**src/rtl/core/iahar_pkg.sv**
```systemverilog
// Shared widths, register indexes, config bundle and fixed-point helpers.
`timescale 1ns / 1ps

package iahar_pkg;

  localparam int VALUE_WIDTH = 16;
  localparam int FRAC_BITS   = 12;
  localparam int MAG_WIDTH   = VALUE_WIDTH - 1;
  localparam int PROD_WIDTH  = 2 * VALUE_WIDTH;
  localparam int IDX_WIDTH   = 3;

  localparam logic [MAG_WIDTH-1:0] MAXV = '1;

  typedef enum logic [IDX_WIDTH-1:0] {
    REG_GAIN            = 3'd0,
    REG_RATE_LIMIT      = 3'd1,
    REG_RATE_FLOOR      = 3'd2,
    REG_ANGLE_TOLERANCE = 3'd3,
    REG_ACTUATION_LAG   = 3'd4,
    REG_HALF_INV_DECEL  = 3'd5
  } reg_index_t;

  typedef struct packed {
    logic [VALUE_WIDTH-1:0] gain;
    logic [MAG_WIDTH-1:0]   rate_limit;
    logic [MAG_WIDTH-1:0]   rate_floor;
    logic [MAG_WIDTH-1:0]   angle_tolerance;
    logic [VALUE_WIDTH-1:0] actuation_lag;
    logic [VALUE_WIDTH-1:0] half_inv_decel;
  } cfg_t;

  // Unsigned fixed-point product, floored, saturated to MAXV.
  function automatic logic [MAG_WIDTH-1:0] fx_mul(input logic [VALUE_WIDTH-1:0] a,
                                                  input logic [VALUE_WIDTH-1:0] b);
    logic [PROD_WIDTH-1:0] prod;
    logic [PROD_WIDTH-1:0] shifted;
    prod    = a * b;
    shifted = prod >> FRAC_BITS;
    if (shifted[PROD_WIDTH-1:MAG_WIDTH] != '0) begin
      return MAXV;
    end
    return shifted[MAG_WIDTH-1:0];
  endfunction

  // Symmetric saturation of a one-bit-wider signed value.
  function automatic logic signed [VALUE_WIDTH-1:0] sat_sym(
      input logic signed [VALUE_WIDTH:0] v);
    logic signed [VALUE_WIDTH:0] pos;
    logic signed [VALUE_WIDTH:0] neg;
    pos = signed'({2'b00, MAXV});
    neg = -pos;
    if (v > pos) begin
      return pos[VALUE_WIDTH-1:0];
    end
    if (v < neg) begin
      return neg[VALUE_WIDTH-1:0];
    end
    return v[VALUE_WIDTH-1:0];
  endfunction

endpackage

```
**src/rtl/core/iahar_pipe.sv**
```systemverilog
// Seven-stage datapath: coast prediction, predicted error, gain and clamp.
`timescale 1ns / 1ps

module iahar_pipe
  import iahar_pkg::*;
(
  input  logic                          clk,
  input  logic                          rst,
  input  cfg_t                          cfg,
  input  logic                          in_valid,
  input  logic signed [VALUE_WIDTH-1:0] heading_error,
  input  logic signed [VALUE_WIDTH-1:0] yaw_rate,
  output logic                          out_valid,
  output logic signed [VALUE_WIDTH-1:0] rate_command
);

  // stage valids
  logic [6:0] vld;

  // stage 1: saturated inputs, |wz|
  logic signed [VALUE_WIDTH-1:0] e1;
  logic [MAG_WIDTH-1:0]          w1;
  logic                          wzpos1, wznz1;
  // stage 2: lin, wz^2
  logic signed [VALUE_WIDTH-1:0] e2;
  logic [MAG_WIDTH-1:0]          lin2, sq2;
  logic                          wzpos2, wznz2;
  // stage 3: quad
  logic signed [VALUE_WIDTH-1:0] e3;
  logic [MAG_WIDTH-1:0]          lin3, quad3;
  logic                          wzpos3, wznz3;
  // stage 4: coast angle
  logic signed [VALUE_WIDTH-1:0] e4;
  logic [MAG_WIDTH-1:0]          coast4;
  logic                          wzpos4;
  // stage 5: predicted error magnitude and decision
  logic [MAG_WIDTH-1:0]          mag5;
  logic                          neg5, act5;
  // stage 6: gain product
  logic [MAG_WIDTH-1:0]          m6;
  logic                          neg6, act6;

  logic signed [VALUE_WIDTH-1:0] e_in, wz_in;
  logic [MAG_WIDTH:0]            coast_sum;
  logic signed [VALUE_WIDTH:0]   ep_wide;
  logic signed [VALUE_WIDTH-1:0] ep;
  logic [VALUE_WIDTH-1:0]        ep_abs;
  logic [MAG_WIDTH-1:0]          m_floor, m_clamp;

  always_comb begin
    e_in  = sat_sym({heading_error[VALUE_WIDTH-1], heading_error});
    wz_in = sat_sym({yaw_rate[VALUE_WIDTH-1], yaw_rate});
  end

  always_ff @(posedge clk) begin
    if (rst) begin
      vld <= '0;
    end else begin
      vld <= {vld[5:0], in_valid};
    end
  end

  // stage 1
  always_ff @(posedge clk) begin
    e1     <= e_in;
    w1     <= wz_in[VALUE_WIDTH-1] ? MAG_WIDTH'(-wz_in) : wz_in[MAG_WIDTH-1:0];
    wzpos1 <= !wz_in[VALUE_WIDTH-1] && (wz_in != '0);
    wznz1  <= (wz_in != '0);
  end

  // stage 2
  always_ff @(posedge clk) begin
    e2     <= e1;
    lin2   <= fx_mul({1'b0, w1}, cfg.actuation_lag);
    sq2    <= fx_mul({1'b0, w1}, {1'b0, w1});
    wzpos2 <= wzpos1;
    wznz2  <= wznz1;
  end

  // stage 3
  always_ff @(posedge clk) begin
    e3     <= e2;
    lin3   <= lin2;
    quad3  <= fx_mul({1'b0, sq2}, cfg.half_inv_decel);
    wzpos3 <= wzpos2;
    wznz3  <= wznz2;
  end

  // stage 4: no coasting when the decel term is off or wz is zero
  always_comb begin
    coast_sum = {1'b0, lin3} + {1'b0, quad3};
  end

  always_ff @(posedge clk) begin
    e4     <= e3;
    wzpos4 <= wzpos3;
    if (cfg.half_inv_decel == '0 || !wznz3) begin
      coast4 <= '0;
    end else if (coast_sum[MAG_WIDTH]) begin
      coast4 <= MAXV;
    end else begin
      coast4 <= coast_sum[MAG_WIDTH-1:0];
    end
  end

  // stage 5: e_pred = e -/+ coast, in the direction of wz
  always_comb begin
    if (wzpos4) begin
      ep_wide = {e4[VALUE_WIDTH-1], e4} - signed'({2'b00, coast4});
    end else begin
      ep_wide = {e4[VALUE_WIDTH-1], e4} + signed'({2'b00, coast4});
    end
    ep     = (coast4 != '0) ? sat_sym(ep_wide) : e4;
    ep_abs = ep[VALUE_WIDTH-1] ? VALUE_WIDTH'(-ep) : VALUE_WIDTH'(ep);
  end

  always_ff @(posedge clk) begin
    mag5 <= ep_abs[MAG_WIDTH-1:0];
    neg5 <= ep[VALUE_WIDTH-1];
    act5 <= (ep_abs[MAG_WIDTH-1:0] > cfg.angle_tolerance) &&
            (((ep > 0) && (e4 > 0)) || ((ep < 0) && (e4 < 0)));
  end

  // stage 6
  always_ff @(posedge clk) begin
    m6   <= fx_mul(cfg.gain, {1'b0, mag5});
    neg6 <= neg5;
    act6 <= act5;
  end

  // stage 7: floor, then limit (limit wins)
  always_comb begin
    m_floor = (m6 < cfg.rate_floor) ? cfg.rate_floor : m6;
    m_clamp = (m_floor > cfg.rate_limit) ? cfg.rate_limit : m_floor;
  end

  always_ff @(posedge clk) begin
    if (!act6) begin
      rate_command <= '0;
    end else if (neg6) begin
      rate_command <= -signed'({1'b0, m_clamp});
    end else begin
      rate_command <= signed'({1'b0, m_clamp});
    end
  end

  assign out_valid = vld[6];

endmodule

```
**src/rtl/core/inertia_aware_heading_align_rate_top.sv**
```systemverilog
// Top level: configuration registers, command handshake and datapath.
`timescale 1ns / 1ps

// Heading-align yaw-rate command with coast prediction. A sample transfer
// happens at each rising edge with start high (busy is always low), so one
// heading_error/yaw_rate pair may enter every cycle. The first stage captures
// the sample at its start edge. The result appears on rate_command with done
// high once the sample has passed the seven-stage datapath: input saturation,
// two multiplier stages for the coast angle, coast sum, predicted error, gain
// multiply and clamp. done is a one-cycle strobe. The receiver cannot stall it
// and must capture rate_command in that cycle. Results leave in input order.
// Registers are written through cfg_valid/cfg_ready (ready always high);
// unknown indexes are dropped. Write them only while no sample is in flight.
module inertia_aware_heading_align_rate_top
  import iahar_pkg::*;
(
  input  logic                          clk,
  input  logic                          rst,
  input  logic                          start,
  output logic                          busy,
  input  logic signed [VALUE_WIDTH-1:0] heading_error,
  input  logic signed [VALUE_WIDTH-1:0] yaw_rate,
  output logic                          done,
  output logic signed [VALUE_WIDTH-1:0] rate_command,
  input  logic                          cfg_valid,
  output logic                          cfg_ready,
  input  logic [IDX_WIDTH-1:0]          cfg_index,
  input  logic [VALUE_WIDTH-1:0]        cfg_data
);

  cfg_t cfg;

  // Fully pipelined, nothing ever holds the input off.
  assign busy      = 1'b0;
  assign cfg_ready = 1'b1;

  // Register file; narrow registers keep the low bits of the write data.
  always_ff @(posedge clk) begin
    if (rst) begin
      cfg.gain            <= 16'd4096;
      cfg.rate_limit      <= 15'd4096;
      cfg.rate_floor      <= '0;
      cfg.angle_tolerance <= 15'd41;
      cfg.actuation_lag   <= '0;
      cfg.half_inv_decel  <= '0;
    end else if (cfg_valid && cfg_ready) begin
      unique case (reg_index_t'(cfg_index))
        REG_GAIN:            cfg.gain            <= cfg_data;
        REG_RATE_LIMIT:      cfg.rate_limit      <= cfg_data[MAG_WIDTH-1:0];
        REG_RATE_FLOOR:      cfg.rate_floor      <= cfg_data[MAG_WIDTH-1:0];
        REG_ANGLE_TOLERANCE: cfg.angle_tolerance <= cfg_data[MAG_WIDTH-1:0];
        REG_ACTUATION_LAG:   cfg.actuation_lag   <= cfg_data;
        REG_HALF_INV_DECEL:  cfg.half_inv_decel  <= cfg_data;
        default: ;
      endcase
    end
  end

  iahar_pipe u_pipe (
    .clk           (clk),
    .rst           (rst),
    .cfg           (cfg),
    .in_valid      (start && !busy),
    .heading_error (heading_error),
    .yaw_rate      (yaw_rate),
    .out_valid     (done),
    .rate_command  (rate_command)
  );

endmodule

```
**config.mk**
```make
export PLATFORM = sky130hd
export DESIGN_NAME = inertia_aware_heading_align_rate_top
export DESIGN_NICKNAME = d
export VERILOG_FILES = /design/src/rtl/core/iahar_pkg.sv /design/src/rtl/core/iahar_pipe.sv /design/src/rtl/core/inertia_aware_heading_align_rate_top.sv
export SDC_FILE = /design/constraint.sdc
export NUM_CORES = 2
export LEC_CHECK = 0
export BUFFER_PORTS_ARGS = -buffer_cell sky130_fd_sc_hd__buf_4
export CELL_PAD_IN_SITES_DETAIL_PLACEMENT = 1
export CELL_PAD_IN_SITES_GLOBAL_PLACEMENT = 1
export CORE_MARGIN = 2
export CORE_UTILIZATION = 45
export DETAILED_ROUTE_END_ITERATION = 6
export PLACE_DENSITY_LB_ADDON = 0.1
export SETUP_SLACK_MARGIN = 0.3
export SYNTH_ARGS = -nofsm -noshare
export SYNTH_HDL_FRONTEND = slang
export SYNTH_HIERARCHICAL = 1
export SYNTH_SLANG_ARGS = --single-unit
```
**constraint.sdc**
```tcl
create_clock -name clk -period 16.17 [get_ports clk]
set_input_delay 3.234 -clock clk [delete_from_list [all_inputs] [get_ports clk]]
set_output_delay 3.234 -clock clk [all_outputs]
set_load 0.03 [all_outputs]
```
-- Word-level counts from Yosys, hierarchy flattened
Cells that the tools add are included.
- logic and storage cells: 124
- output and inout port bits: 19
- bits in registers: 311
- reductions and logical operators: 23
- $mul: 4
- equal/unequal tests: 5
- add/sub/neg operators: 6
- mux-type cells: 41
- $lt $le $gt $ge: 13
- operator list (cell ; number):
    two-way mux 15 bit ; 14
    two-way mux 16 bit ; 13
    nonzero test 17 bit ; 4
    multiplier 15 x 16 -> 31 bit ; 2
    greater-than comparator 16 x 1 -> 1 bit, second input constant ; 2
    greater-than comparator 16 bit, second input constant ; 2
    < comparator 16 x 1 -> 1 bit, second input constant ; 2
    < comparator 16 bit, second input constant ; 2
    multiplier 16 x 15 -> 31 bit ; 1
    greater-than comparator 15 bit ; 2
    multiplier 15 x 15 -> 30 bit ; 1
    negation 15 bit ; 2
    adder 16 x 16 -> 17 bit ; 1
    greater-than comparator 17 x 16 -> 1 bit, second input constant ; 1
    < comparator 17 x 16 -> 1 bit, second input constant ; 1
    two-way mux 17 bit ; 1
    subtractor 16 x 16 -> 17 bit ; 1
    adder 15 x 15 -> 16 bit ; 1
    zero test 16 bit ; 1
    negation 15 -> 16 bit ; 1
    nonzero test 16 bit ; 1
    < comparator 15 bit ; 1
    nonzero test 15 bit ; 1
    AND reduction 2 bit ; 7
    other kinds (8) ; 27

-- Depth between registers and ports, before layout
- depth in word-level cells: 12
- gate-level depth with buffers: 33
- mapped depth without buffers: 32

-- Cells and area by module
Netlist, hierarchy kept.
- modules (own cells, without submodules) (module ; area an instance (um^2) ; cells an instance ; instances ; sequential area each (um^2)):
    iahar_pipe ; 37534.7 ; 4073 ; 1 ; 4364.2
    inertia_aware_heading_align_rate_top ; 3737.3 ; 337 ; 1 ; 1861.8

-- Worst setup path before layout
OpenSTA, ideal clock, no wires.
- path kind: input -> register
- start point: input port yaw_rate[2]
- end point: register u_pipe.w1[14]
- cell stages on the path: 16
- data arrival time: 6.982 ns
- setup time: 0.095 ns
- slack: 9.093 ns
- cell sequence: or3_1 -> or3_1 -> or3_1 -> or3_1 -> or3_1 -> o31ai_1 -> ha_1 -> clkbuf_1 -> or2_2 -> inv_1 -> ha_1 -> o21a_1 -> o21ai_0 -> a21oi_1 -> a21oi_1 -> a221oi_1
- word-level cells in the longest chain between the ends: 7
- RTL lines (item ; RTL line ; RTL):
    from (decl) ; inertia_aware_heading_align_rate_top.sv:22 ; input logic signed [VALUE_WIDTH-1:0] yaw_rate,
    < comparator 16 bit ; iahar_pkg.sv:55 ; if (v < neg) begin
    two-way mux 1 bit (2 in a row) ; iahar_pkg.sv:55 ;
    two-way mux 16 bit ; iahar_pkg.sv:58 ; return v[VALUE_WIDTH-1:0];
    two-way mux 16 bit (*) ; iahar_pkg.sv:55 ;
    via u_pipe.wz_in[0] ; iahar_pipe.sv:43 ; logic signed [VALUE_WIDTH-1:0] e_in, wz_in;
    negation 15 bit (*) ; iahar_pipe.sv:66 ; w1 <= wz_in[VALUE_WIDTH-1] ? MAG_WIDTH'(-wz_in) : wz_in[MAG_WIDTH-1:0];
    two-way mux 15 bit (*) ; iahar_pipe.sv:66 ;
    to (signal assigned) ; iahar_pipe.sv:66 ;
    to (decl) ; iahar_pipe.sv:22 ; logic [MAG_WIDTH-1:0] w1;
Mark *: on every way through the listed nets, which the timed path passes. The rest lies on a longest branch. The select of a mux whose other input is x is not followed.
A chain may end at the register's enable or synchronous reset.

-- Worst setup path after layout
- start point: register, netlist name cfg[8]
- end point: register u_pipe.quad3[4]
- word-level cells in the longest chain between the ends: 4
- RTL lines (item ; RTL line ; RTL):
    multiplier 15 x 16 -> 31 bit (*) ; iahar_pkg.sv:37 ; prod = a * b;
    nonzero test 17 bit ; iahar_pkg.sv:39 ; if (shifted[PROD_WIDTH-1:MAG_WIDTH] != '0) begin
    two-way mux 1 bit ; iahar_pkg.sv:39 ;
    two-way mux 15 bit (*) ; iahar_pkg.sv:42 ; return shifted[MAG_WIDTH-1:0];
    to (signal assigned) ; iahar_pipe.sv:84 ; quad3 <= fx_mul({1'b0, sq2}, cfg.half_inv_decel);
    to (decl) ; iahar_pipe.sv:30 ; logic [MAG_WIDTH-1:0] lin3, quad3;
Mark *: on every way between the ends. The rest lies on a longest branch, timed or not.

==> flow_summary.toml <==
[setup_path]
timing.rr.end = "u_pipe/quad3[4]"
cp-end-kind = "register"
critPathMaxFanout = 17
startpoint_type = "register"
crit_type = "reg2reg"
reg2reg_from = "cfg[8]"
worst_ep_required_time_ns = 16.60
r2r_setup_slack_ns = 8.58
critPathArrivalTime_ns = 8.02
reg2reg_depth = 22

[yosys]
async_reset_ff_share_pct = 0
synth_fp_nets = 5587
yosysTopAreaCell = "sky130_fd_sc_hd__fa_1"
ys.warnings.count = 6
synth_top_area_share_pct = 32.8
synthTopCellsByCount = "sky130_fd_sc_hd__inv_1, sky130_fd_sc_hd__fa_1, sky130_fd_sc_hd__nand2_1, sky130_fd_sc_hd__ha_1, sky130_fd_sc_hd__and2_1"
flip_flop_and_latch_count_after_synthesis = 311
synthesized_area_per_cell_sq_um = 9.36
synth_mux_area_share_pct = 3.27
yosys.area_share.adder_pct = 46.3
simple_gate_share_of_the_synthesized_area_pct = 17.6
most_numerous_cell_in_the_yosys_netlist = "sky130_fd_sc_hd__inv_1"
synthCells = 4410
synth.lib_cells_used.distinct = 101
post_synth_xor_area_fraction_pct = 2.83
syn_area_sq_um = 41300
share_of_synthesized_area_occupied_by_flip_flops_and_latches_pct = 15.1
ys_top_cells_by_area = "sky130_fd_sc_hd__fa_1, sky130_fd_sc_hd__dfxtp_1, sky130_fd_sc_hd__ha_1, sky130_fd_sc_hd__inv_1, sky130_fd_sc_hd__and2_1"
postSynth.topFlopCell = "sky130_fd_sc_hd__dfxtp_1"
synth_enable_flop_cells = 0
synth-compound-area-share_pct = 6.34
combinational_family_with_the_most_area_after_synthesis = "adder cells"

[floorplanning]
die-area_sq_um = 94200
chipHeight_um = 307
io_pins = 74
fp.coreArea_sq_um = 91200
chip_width_um = 307
core.rowCount = 111
initial_core_util_pct = 45.2

[min_path]
min_from = "u_pipe/lin2[6]"
hold_path_depth = 0
hp-class = "reg2reg"
worstHoldEndpoint = "u_pipe/lin3[6]"

[timing]
rsz0062_at_grt = "no"
final_min_period_over_clock_period_pct = 46.9
max_freq_mhz = 132
report.final.slew_viol_count = 0
worst_clock_skew_ns = 0.0256
maxSlewHeadroom_pct = 23.6
tns_ns = 0
report.final.setup_viol = 0
final_hold_fails = 0
worstMarginPinSlew_ns = 1.13
min_period_ns = 7.59

[finish]
fill_cells = 10300
finalNetCount = 5558
multiInputGateArea_sq_um = 31500
area.growth.synth_to_final_pct = 6.89
post_route_cells_drive_above_1_share_pct = 5.26
area.sequential_sq_um = 6230

[grt]
grt_first_pass_wirelength_mm = 180
groute.usage.overall_pct = 24.5
grt_overflow = 0
antenna_found_initial = 2
grt_start_max_net_pins = 70
grt_pass1_vias = 32200

[place]
gp_congestion = 0.836
post-dp-hpwl_mm = 88.2
count_of_buffers_inserted_at_the_top_level_ports = 71

[drt]
ant_nets = 0
totalWireLength_mm = 111
remaining_drc_errors = 0
routed_via_density = 5.21
num_vias = 29100
detail_route.wl_per_cell_um = 19.9
detailed_routing_iterations_pass_1 = 5
dr.first_iter.drc_count = 1078

[clocking]
cts_num_sinks = 311
clock_tree.root_cell = "sky130_fd_sc_hd__clkbuf_16"
worst_skew_pair.late_latency_ns = 0.60
cts_hold_repair.buffers = 0
cts-buffers-inserted = 38
path_clk_slew_ns = 0.07
cts.path.max_buffers = 3
post_cts.resized_instances = 0
post_cts_setup_driven_buffer_insertion_count = 0
tritoncts = "done"
ctsHtreeMaxLevel = 2

[run]
drv_cap = 0

[run_status]
status = "finished, final reports clean"
[layout make-up]
class	instances	area share, %
inverter	757	6.44
multi-input combinational	3170	71.4
clock inverter	18	0.479
sequential	311	14.1
clock buffer	52	2.44
timing repair buffer	103	1.75
antenna	2	0.0113
tap	1186	3.36
[flip-flops by register name, summed over array words and instances (netlist names), 7 cells and up]
signal	flops
cfg	93
u_pipe/e1	16
u_pipe/e2	16
u_pipe/e3	16
u_pipe/e4	16
u_pipe/rate_command	16
u_pipe/coast4	15
u_pipe/lin2	15
u_pipe/lin3	15
u_pipe/m6	15
u_pipe/mag5	15
u_pipe/quad3	15
u_pipe/sq2	15
u_pipe/w1	15
u_pipe/vld	7
[layer usage]
layer	track usage, %	routed length (um)	up-vias
met5	0	12	-
met4	7.63	3460	2
met3	2.46	3570	129
met2	42.6	54600	389
met1	32.2	49800	15000
li1	-	-	13700
[through the flow]
stage               instance area, sq um  hold slack (ns)  util [%]  cells  worst slack, ns
detailed placement                 42800            0.313      46.9   5527             8.44
global route                       44100            0.331      48.3   5597             8.16
floorplan                          41300            0.310         -   4410             9.09
finish                             44100            0.325      48.3   5599             8.58
CTS                                44100            0.324      48.3   5597             8.59
global placement                   42800            0.310      46.9   5527             8.49
[worst max path at each step]
stage                 endpoint  slack [ns]         start
2_1_floorplan    u_pipe/w1[14]        9.09   yaw_rate[2]
3_3_place_gp     u_pipe/w1[14]        8.49   yaw_rate[2]
3_5_place_dp     u_pipe/w1[14]        8.44   yaw_rate[2]
4_1_cts         u_pipe/sq2[12]        8.59  u_pipe/w1[9]
5_1_grt        u_pipe/quad3[4]        8.16        cfg[8]
6_report       u_pipe/quad3[4]        8.58        cfg[8]
[worst max-delay path, cell delays in order, from the launching register on]
cell and delay [ns]:
sky130_fd_sc_hd__dfxtp_1 0.90, sky130_fd_sc_hd__nand2_1 0.20, sky130_fd_sc_hd__fa_1 0.55, sky130_fd_sc_hd__fa_1 0.51, sky130_fd_sc_hd__inv_1 0.06, sky130_fd_sc_hd__fa_1 0.52, sky130_fd_sc_hd__inv_1 0.05, sky130_fd_sc_hd__fa_1 0.50
sky130_fd_sc_hd__inv_1 0.05, sky130_fd_sc_hd__fa_1 0.49, sky130_fd_sc_hd__fa_1 0.42, sky130_fd_sc_hd__ha_1 0.36, sky130_fd_sc_hd__a21o_1 0.20, sky130_fd_sc_hd__a21oi_1 0.17, sky130_fd_sc_hd__nor2b_1 0.06, sky130_fd_sc_hd__o21ai_0 0.22
sky130_fd_sc_hd__o22ai_1 0.13, sky130_fd_sc_hd__a211o_1 0.37, sky130_fd_sc_hd__a221o_1 0.37, sky130_fd_sc_hd__a31oi_1 0.24, sky130_fd_sc_hd__xnor2_1 0.11, sky130_fd_sc_hd__nor2_1 0.76, sky130_fd_sc_hd__o21ai_0 0.18
[cells in the final DEF, fill, tap and decap left out, types with 6 or more instances in the layout]
| master | netlist | routed |
|---|---|---|
| sky130_fd_sc_hd__a211o_1 | 6 | 6 |
| sky130_fd_sc_hd__a211oi_1 | 11 | 11 |
| sky130_fd_sc_hd__a21o_1 | 47 | 47 |
| sky130_fd_sc_hd__a21oi_1 | 99 | 99 |
| sky130_fd_sc_hd__a311oi_1 | 7 | 7 |
| sky130_fd_sc_hd__a31o_2 | 6 | 6 |
| sky130_fd_sc_hd__a31oi_1 | 10 | 10 |
| sky130_fd_sc_hd__and2_1 | 405 | 405 |
| sky130_fd_sc_hd__and3_1 | 15 | 15 |
| sky130_fd_sc_hd__and4_1 | 6 | 6 |
| sky130_fd_sc_hd__buf_4 | 4 | 103 |
| sky130_fd_sc_hd__clkbuf_1 | 148 | 8 |
| sky130_fd_sc_hd__clkbuf_16 | 0 | 39 |
| sky130_fd_sc_hd__clkinv_2 | 0 | 6 |
| sky130_fd_sc_hd__dfxtp_1 | 311 | 311 |
| sky130_fd_sc_hd__fa_1 | 676 | 676 |
| sky130_fd_sc_hd__ha_1 | 446 | 446 |
| sky130_fd_sc_hd__inv_1 | 756 | 756 |
| sky130_fd_sc_hd__inv_6 | 0 | 6 |
| sky130_fd_sc_hd__mux2_2 | 18 | 18 |
| sky130_fd_sc_hd__mux2i_1 | 113 | 113 |
| sky130_fd_sc_hd__nand2_1 | 503 | 503 |
| sky130_fd_sc_hd__nand2b_1 | 147 | 147 |
| sky130_fd_sc_hd__nand3_1 | 24 | 24 |
| sky130_fd_sc_hd__nand4_1 | 12 | 12 |
| sky130_fd_sc_hd__nor2_1 | 140 | 140 |
| sky130_fd_sc_hd__nor2b_1 | 48 | 48 |
| sky130_fd_sc_hd__nor3_1 | 25 | 25 |
| sky130_fd_sc_hd__nor4_1 | 16 | 16 |
| sky130_fd_sc_hd__o211ai_1 | 6 | 6 |
| sky130_fd_sc_hd__o21a_1 | 26 | 26 |
| sky130_fd_sc_hd__o21ai_0 | 77 | 77 |
| sky130_fd_sc_hd__o21ai_1 | 7 | 7 |
| sky130_fd_sc_hd__o31ai_1 | 9 | 9 |
| sky130_fd_sc_hd__or2_2 | 11 | 11 |
| sky130_fd_sc_hd__or3_1 | 14 | 14 |
| sky130_fd_sc_hd__xnor2_1 | 78 | 78 |
| sky130_fd_sc_hd__xor2_1 | 49 | 49 |
[kinds of logic after synthesis]
kind of cell / after synthesis
and+or+nand+nor: 1400
adders and majority gates: 1122
buffers and inverters: 929
AOI/OAI and AO/OA: 384
DFF: 311
muxes: 132
xor gates and xnor gates: 130
other: 2
Power is not shown: default switching activity piles up to over one toggle a cycle in this logic, so the estimate is an artifact.
